$ cat src/hw/rtl/qldu_pkg.sv
// ----------------------------------------------------------------------------
// qldu_pkg - shared types and constants for the quaternion unpacker
// Holds the pipeline word layout used by the front stages and the root cells.
// ----------------------------------------------------------------------------
package qldu_pkg;

   localparam int COMP_W     = 16;            // restored component width
   localparam int KEPT_W     = 15;            // carried truncated field width
   localparam int RAD_W      = 32;            // radicand width seen by the cells
   localparam int REM_W      = 18;            // partial remainder width
   localparam int ROOT_STEPS = 16;            // one root bit per cell

   localparam logic [RAD_W-1:0] ONE_SQ = 32'h4000_0000;  // one squared in Q30

   // Words that ride alongside the root computation.
   typedef struct packed {
      logic [2:0][COMP_W-1:0] kept;
      logic [1:0]             pos;
      logic                   neg;
   } qldu_side_type;

   // Contents of one pipeline cell.
   typedef struct packed {
      logic                   valid;
      logic [RAD_W-1:0]       rad;
      logic [REM_W-1:0]       rem;
      logic [COMP_W-1:0]      root;
      qldu_side_type          side;
   } qldu_cell_type;

endpackage

$ cat src/hw/rtl/qldu_if.sv
// ----------------------------------------------------------------------------
// qldu_req_if / qldu_rsp_if - valid/ready channels of the quaternion unpacker
// One interface for compressed words in and one for restored words out.
// ----------------------------------------------------------------------------
interface qldu_req_if;
   logic        valid;
   logic        ready;
   logic [14:0] kept_first;
   logic [14:0] kept_second;
   logic [14:0] kept_third;
   logic [1:0]  dropped_position;
   logic        dropped_negative;

   modport source (output valid, kept_first, kept_second, kept_third,
                   dropped_position, dropped_negative, input ready);
   modport sink   (input valid, kept_first, kept_second, kept_third,
                   dropped_position, dropped_negative, output ready);
endinterface

interface qldu_rsp_if;
   logic               valid;
   logic               ready;
   logic signed [15:0] comp_w;
   logic signed [15:0] comp_x;
   logic signed [15:0] comp_y;
   logic signed [15:0] comp_z;

   modport source (output valid, comp_w, comp_x, comp_y, comp_z, input ready);
   modport sink   (input valid, comp_w, comp_x, comp_y, comp_z, output ready);
endinterface

$ cat src/hw/rtl/quaternion_largest_dropped_unpack.sv
// ----------------------------------------------------------------------------
// quaternion_largest_dropped_unpack - smallest-three quaternion decompressor
// Restores four Q15 components from three kept fields and a dropped index.
// ----------------------------------------------------------------------------
// The block takes one compressed word per clock cycle and returns one restored
// word per cycle, in the order of acceptance, when the output side does not
// stall. Two front stages restore the kept components, square them and form
// the radicand 2^30 minus the sum of squares (zero when the sum reaches one).
// A chain of sixteen identical root cells then settles one bit of the dropped
// component each, and a final output register places the four components in
// their original order. Every stage moves together: the whole pipeline
// advances whenever the output register is empty or its word is being taken,
// so throughput is one word per cycle and a stall on the output holds every
// stage in place. When all three kept components are zero the dropped
// component is one, which wraps to 0x8000 (minus one) whatever its sign bit
// says; q and -q describe the same rotation, so this is harmless.
// ----------------------------------------------------------------------------
module quaternion_largest_dropped_unpack #(
   parameter int TRUNC_SHIFT = 1
) (
   input  logic              clock,
   input  logic              reset,
   qldu_req_if.sink          req_if,
   qldu_rsp_if.source        rsp_if
);
   import qldu_pkg::*;

   logic                     advance;
   qldu_cell_type            chain [ROOT_STEPS+1];

   logic                     rsp_valid_ff, rsp_valid_in;
   logic [3:0][COMP_W-1:0]   comp_ff, comp_in;
   logic [COMP_W-1:0]        dropped;
   qldu_cell_type            last;

   // The output register decouples the sides: the chain moves whenever that
   // register is free or is being emptied in this cycle.
   assign advance       = !rsp_valid_ff || rsp_if.ready;
   assign req_if.ready  = advance;

   qldu_prep #(
      .TRUNC_SHIFT (TRUNC_SHIFT)
   ) u_prep (
      .clock    (clock),
      .reset    (reset),
      .advance  (advance),
      .in_valid (req_if.valid),
      .in_kept  ({req_if.kept_third, req_if.kept_second, req_if.kept_first}),
      .in_pos   (req_if.dropped_position),
      .in_neg   (req_if.dropped_negative),
      .out_cell (chain[0])
   );

   // One cell per root bit, most significant bit first.
   for (genvar g = 0; g < ROOT_STEPS; g++) begin : g_cell
      qldu_sqrt_cell u_cell (
         .clock    (clock),
         .reset    (reset),
         .advance  (advance),
         .in_cell  (chain[g]),
         .out_cell (chain[g+1])
      );
   end

   // The negated root is taken modulo 2^16, as is the root of one itself.
   always_comb begin
      last         = chain[ROOT_STEPS];
      dropped      = last.side.neg ? (COMP_W'(0) - last.root) : last.root;
      rsp_valid_in = last.valid;
      unique case (last.side.pos)
         2'd0: comp_in = {last.side.kept[2], last.side.kept[1],
                          last.side.kept[0], dropped};
         2'd1: comp_in = {last.side.kept[2], last.side.kept[1],
                          dropped, last.side.kept[0]};
         2'd2: comp_in = {last.side.kept[2], dropped,
                          last.side.kept[1], last.side.kept[0]};
         2'd3: comp_in = {dropped, last.side.kept[2],
                          last.side.kept[1], last.side.kept[0]};
         default: comp_in = '0;
      endcase
   end

   always_ff @(posedge clock) begin
      if (reset) begin
         rsp_valid_ff <= 1'b0;
      end else if (advance) begin
         rsp_valid_ff <= rsp_valid_in;
         comp_ff      <= comp_in;
      end
   end

   assign rsp_if.valid  = rsp_valid_ff;
   assign rsp_if.comp_w = signed'(comp_ff[0]);
   assign rsp_if.comp_x = signed'(comp_ff[1]);
   assign rsp_if.comp_y = signed'(comp_ff[2]);
   assign rsp_if.comp_z = signed'(comp_ff[3]);

endmodule

$ cat src/hw/rtl/qldu_prep.sv
// ----------------------------------------------------------------------------
// qldu_prep - front stages of the quaternion unpacker
// Restores the kept components, squares them, and forms the radicand.
// ----------------------------------------------------------------------------
module qldu_prep #(
   parameter int TRUNC_SHIFT = 1
) (
   input  logic                               clock,
   input  logic                               reset,
   input  logic                               advance,
   input  logic                               in_valid,
   input  logic [2:0][qldu_pkg::KEPT_W-1:0]   in_kept,
   input  logic [1:0]                         in_pos,
   input  logic                               in_neg,
   output qldu_pkg::qldu_cell_type            out_cell
);
   import qldu_pkg::*;

   localparam logic [COMP_W-1:0] KEEP_MASK =
      COMP_W'((32'd1 << (COMP_W - TRUNC_SHIFT)) - 32'd1) & 16'h7FFF;

   logic signed [COMP_W-1:0] kept_val [3];
   logic signed [RAD_W-1:0]  sq_val   [3];

   logic                     a_valid_ff, a_valid_in;
   qldu_side_type            a_side_ff,  a_side_in;
   logic [2:0][RAD_W-1:0]    a_sq_ff,    a_sq_in;

   qldu_cell_type            b_cell_ff,  b_cell_in;
   logic [RAD_W-1:0]         sum;

   // Stage A: shift the truncated bits back into place and square them.
   always_comb begin
      for (int i = 0; i < 3; i++) begin
         kept_val[i] = signed'(({1'b0, in_kept[i]} & KEEP_MASK) << TRUNC_SHIFT);
         sq_val[i]   = kept_val[i] * kept_val[i];
         a_sq_in[i]  = RAD_W'(sq_val[i]);
         a_side_in.kept[i] = kept_val[i];
      end
      a_side_in.pos = in_pos;
      a_side_in.neg = in_neg;
      a_valid_in    = in_valid;
   end

   always_ff @(posedge clock) begin
      if (reset) begin
         a_valid_ff <= 1'b0;
      end else if (advance) begin
         a_valid_ff <= a_valid_in;
         a_side_ff  <= a_side_in;
         a_sq_ff    <= a_sq_in;
      end
   end

   // Stage B: the squares sum below 2^32; a sum at or above one gives a zero root.
   always_comb begin
      sum             = a_sq_ff[0] + a_sq_ff[1] + a_sq_ff[2];
      b_cell_in.valid = a_valid_ff;
      b_cell_in.rad   = (sum < ONE_SQ) ? (ONE_SQ - sum) : '0;
      b_cell_in.rem   = '0;
      b_cell_in.root  = '0;
      b_cell_in.side  = a_side_ff;
   end

   always_ff @(posedge clock) begin
      if (reset) begin
         b_cell_ff.valid <= 1'b0;
      end else if (advance) begin
         b_cell_ff <= b_cell_in;
      end
   end

   assign out_cell = b_cell_ff;

endmodule

$ cat src/hw/rtl/qldu_sqrt_cell.sv
// ----------------------------------------------------------------------------
// qldu_sqrt_cell - one step of the digit-by-digit integer square root
// Takes two radicand bits, decides one root bit and passes the word on.
// ----------------------------------------------------------------------------
module qldu_sqrt_cell (
   input  logic                    clock,
   input  logic                    reset,
   input  logic                    advance,
   input  qldu_pkg::qldu_cell_type in_cell,
   output qldu_pkg::qldu_cell_type out_cell
);
   import qldu_pkg::*;

   logic [REM_W+1:0] rem_sh;
   logic [REM_W+1:0] trial;
   logic             take;
   qldu_cell_type    cell_ff, cell_in;

   always_comb begin
      rem_sh = {in_cell.rem, in_cell.rad[RAD_W-1 -: 2]};
      trial  = (REM_W+2)'({in_cell.root, 2'b01});
      take   = (rem_sh >= trial);

      cell_in       = in_cell;
      cell_in.rad   = {in_cell.rad[RAD_W-3:0], 2'b00};
      // The remainder never exceeds twice the root, so it fits its register.
      cell_in.rem   = take ? REM_W'(rem_sh - trial) : REM_W'(rem_sh);
      cell_in.root  = {in_cell.root[COMP_W-2:0], take};
   end

   always_ff @(posedge clock) begin
      if (reset) begin
         cell_ff.valid <= 1'b0;
      end else if (advance) begin
         cell_ff <= cell_in;
      end
   end

   assign out_cell = cell_ff;

endmodule

$ cat src/flat_wrapper.sv
// flat-port wrapper written by rule: the top's interface ports become plain ports
module quaternion_largest_dropped_unpack_flat import qldu_pkg::*;
#(
   parameter int TRUNC_SHIFT = 1
)
  (clock, reset, req_if_valid, req_if_kept_first, req_if_kept_second, req_if_kept_third, req_if_dropped_position, req_if_dropped_negative, req_if_ready, rsp_if_valid, rsp_if_comp_w, rsp_if_comp_x, rsp_if_comp_y, rsp_if_comp_z, rsp_if_ready);
  qldu_req_if req_if_i ();
  qldu_rsp_if rsp_if_i ();
  input  logic clock;
  input  logic reset;
  input wire logic [$bits(req_if_i.valid)-1:0] req_if_valid;
  input wire logic [$bits(req_if_i.kept_first)-1:0] req_if_kept_first;
  input wire logic [$bits(req_if_i.kept_second)-1:0] req_if_kept_second;
  input wire logic [$bits(req_if_i.kept_third)-1:0] req_if_kept_third;
  input wire logic [$bits(req_if_i.dropped_position)-1:0] req_if_dropped_position;
  input wire logic [$bits(req_if_i.dropped_negative)-1:0] req_if_dropped_negative;
  output wire logic [$bits(req_if_i.ready)-1:0] req_if_ready;
  output wire logic [$bits(rsp_if_i.valid)-1:0] rsp_if_valid;
  output wire logic [$bits(rsp_if_i.comp_w)-1:0] rsp_if_comp_w;
  output wire logic [$bits(rsp_if_i.comp_x)-1:0] rsp_if_comp_x;
  output wire logic [$bits(rsp_if_i.comp_y)-1:0] rsp_if_comp_y;
  output wire logic [$bits(rsp_if_i.comp_z)-1:0] rsp_if_comp_z;
  input wire logic [$bits(rsp_if_i.ready)-1:0] rsp_if_ready;
  assign req_if_i.valid = req_if_valid;
  assign req_if_i.kept_first = req_if_kept_first;
  assign req_if_i.kept_second = req_if_kept_second;
  assign req_if_i.kept_third = req_if_kept_third;
  assign req_if_i.dropped_position = req_if_dropped_position;
  assign req_if_i.dropped_negative = req_if_dropped_negative;
  assign req_if_ready = req_if_i.ready;
  assign rsp_if_valid = rsp_if_i.valid;
  assign rsp_if_comp_w = rsp_if_i.comp_w;
  assign rsp_if_comp_x = rsp_if_i.comp_x;
  assign rsp_if_comp_y = rsp_if_i.comp_y;
  assign rsp_if_comp_z = rsp_if_i.comp_z;
  assign rsp_if_i.ready = rsp_if_ready;
  quaternion_largest_dropped_unpack #(.TRUNC_SHIFT(TRUNC_SHIFT)) u_core (.clock(clock), .reset(reset), .req_if(req_if_i), .rsp_if(rsp_if_i));
endmodule
$ cat config.mk
export PLATFORM = sky130hd
export DESIGN_NAME = quaternion_largest_dropped_unpack_flat
export DESIGN_NICKNAME = d
export VERILOG_FILES = /design/src/hw/rtl/qldu_pkg.sv /design/src/hw/rtl/qldu_if.sv /design/src/hw/rtl/quaternion_largest_dropped_unpack.sv /design/src/hw/rtl/qldu_prep.sv /design/src/hw/rtl/qldu_sqrt_cell.sv /design/src/flat_wrapper.sv
export SDC_FILE = /design/constraint.sdc
export NUM_CORES = 2
export LEC_CHECK = 0
export BUFFER_PORTS_ARGS = -buffer_cell sky130_fd_sc_hd__buf_2
export CORE_ASPECT_RATIO = 1.5
export CORE_MARGIN = 10
export CORE_UTILIZATION = 40
export CTS_BUF_LIST = sky130_fd_sc_hd__clkbuf_16
export CTS_CLUSTER_SIZE = 24
export DETAILED_ROUTE_END_ITERATION = 16
export HOLD_SLACK_MARGIN = 0.1
export PLACE_DENSITY = 0.63
export SYNTH_ARGS = -nofsm -noshare
export SYNTH_HDL_FRONTEND = slang
export SYNTH_HIERARCHICAL = 1
export SYNTH_SLANG_ARGS = --single-unit
$ cat constraint.sdc
create_clock -name clock -period 19.6 [get_ports clock]
set_input_delay 3.92 -clock clock [delete_from_list [all_inputs] [get_ports clock]]
set_output_delay 3.92 -clock clock [all_outputs]
set_load 0.05 [all_outputs]
==> reports/metrics.yaml <==
status: "complete, no violations"
grt_max_degree: 142
clk_pin_slew_ns: 0.06
wl_per_cell_um: 18.92
first_global_vias: 61010
cp_num_buf_inv: 4
avgViaCountPerCell: 4.987
wl_um: 215600
core-area_mm2: 0.2542
maxSlewHeadroom: 0.3244
clk_path_buf_depth: 4
slowest_delay_ns: 0.96
vias: 56810
die_area_mm2: 0.2759
cts.sinks: 1875
grt_first_pass_wirelength_um: 336200
insertion_delay_ns: 0.83
period_share: 0.5334
drc: 0
place_congestion: 0.9284
cpMostUsedCell: "fa_1"
io_buffers: 117
final_nets: 9182
rows: 227
hp-class: "reg -> reg"
hold_buffers: 0
tns_ns: 0
gr-usage-all-layers: 0.1550
cts_resized: 0
cts_tree: "built"
top_layer_used: "met5"
routed-wl-met2_um: 122800
yosys_warnings: 6
numCtsBuffers: 185
syn_avg_cell_area_um2: 13.14
end_kind: "flop"
hold_viol_final: 0
cts_setup_buffers: 0
drv_slew: 0
drt-met1-wl_um: 71180
path_class: "in -> reg"
drt_iter0_markers: 2707
htreeDepth: 4
ios: 118
crit_arrival_ns: 11.01
synthToLayoutAreaGrowth_pct: 10.13
n_fill_cell: 22790
dr.pass1.iters: 8
overflow: 0
worst_clock_skew_ns: 0.04180
timing.fmax_mhz: 95.64
cp_max_fo: 17
die_x_um: 432.2
crit_chain: "buf_2 -> clkinv_1 -> nor2_1 -> fa_1 -> fa_1 -> fa_1 -> fa_1 -> fa_1 -> inv_1 -> fa_1 -> inv_1 -> ha_1 -> nand4_1 -> nor2_1 -> a21oi_1 -> a31oi_1 -> nor3b_1 -> o211ai_1 -> a21o_1 -> a21oi_1 -> xnor2_1"
syn_area_mm2: 0.1020
die_y_um: 638.3
setup_viol: 0
grt_setup_unrepaired: "no"
antenna_found_initial: 10
wl_met3_um: 6614
required_ns: 20.16
drive_gt1_frac: 0.08102
max_cap_viol_count: 0
fin_crit_ns: 10.46
root_buffer: "clkbuf_16"
postRouteAntennaNets: 0
slowest_stage: "fa_1"
cpLargestDelayFamily: "adder cells"
tightest_slew_ns: 1.013
dpl.hpwl_um: 168100
cp-start-kind: "primary input"
synth_cells: 7760
antenna_cells: 0
start_util: 0.4011
==> layout by cell type (no fill, tap or decap), types with 39 or more instances in the layout <==
master	n
a211oi_1	42
a21o_1	110
a21oi_1	489
and2_1	136
and3_1	52
buf_2	117
buf_4	58
clkbuf_16	188
conb_1	40
edfxtp_1	1856
fa_1	621
ha_1	580
inv_1	1246
mux2_2	50
nand2_1	422
nand2b_1	72
nand3_1	57
nand4_1	54
nor2_1	434
nor2b_1	42
nor3_1	39
o211ai_1	55
o21a_1	68
o21ai_0	174
o21ai_1	40
o21bai_1	54
o31ai_1	58
xnor2_1	281
xor2_1	111
==> state kept, by name, summed over array words and instances (netlist names) <==
name and flops:
u_core/u_prep/a_sq_ff 87, u_core/g_cell.u_cell/out_cell 1598, u_core/rsp_if.comp_z 16, u_core/rsp_if.valid 1
u_core/u_prep/a_side_ff 45, u_core/rsp_if.comp_y 16, u_core/rsp_if.comp_x 16, u_core/rsp_if.comp_w 16
u_core/u_prep/a_valid_ff 1, u_core/u_prep/out_cell 79
==> metrics by stage <==
stage / cell area [um2] / utilization / setup slack (ns) / instances / hold WS [ns]
global route: 112300 / 0.4417 / 8.710 / 11390 / 0.3935
global placement: 106000 / 0.4169 / 8.349 / 11060 / 0.4000
CTS: 112300 / 0.4417 / 9.161 / 11390 / 0.3867
detailed placement: 106000 / 0.4169 / 8.280 / 11060 / 0.4045
finish: 112300 / 0.4417 / 9.145 / 11390 / 0.3882
floorplan: 102100 / - / 4.574 / 7799 / 0.4003
==> area by class of cell <==
class	instances	area [um2]	area share
Sequential cell	1875	56110	0.4997
Multi-Input combinational cell	4464	40050	0.3567
Clock buffer	188	4705	0.04190
Inverter	1227	4606	0.04102
Tap cell	3320	4154	0.03699
Clock inverter	142	1615	0.01439
Timing Repair Buffer	176	1041	0.009271
==> path summary, 6_finish.rpt <==
path / startpoint / endpoint / slack, ns / cells past startpoint
worst min register to register: u_core/g_cell[6].u_cell/out_cell[50]$_DFFE_PP_ / u_core/g_cell[7].u_cell/out_cell[50]$_DFFE_PP_ / 0.39 / 0
worst max-delay path: req_if_kept_first[14] / u_core/u_prep/a_sq_ff[31]$_DFFE_PP_ / 9.14 / 21
worst max register to register: u_core/u_prep/a_sq_ff[37]$_DFFE_PP_ / u_core/u_prep/out_cell[113]$_SDFFCE_PP0P_ / 14.76 / 12
worst min-delay path: u_core/g_cell[6].u_cell/out_cell[50]$_DFFE_PP_ / u_core/g_cell[7].u_cell/out_cell[50]$_DFFE_PP_ / 0.39 / 0
==> layer usage <==
layer,vias to the layer above,global-route usage
li1,27180,-
met1,28120,0.1454
met3,488,0.01973
met5,-,0
met2,1027,0.3121
met4,6,0.09310
Power is left out: the tool's default activity adds up to more than one toggle a clock period on the data nets, which glitch-free logic cannot reach.
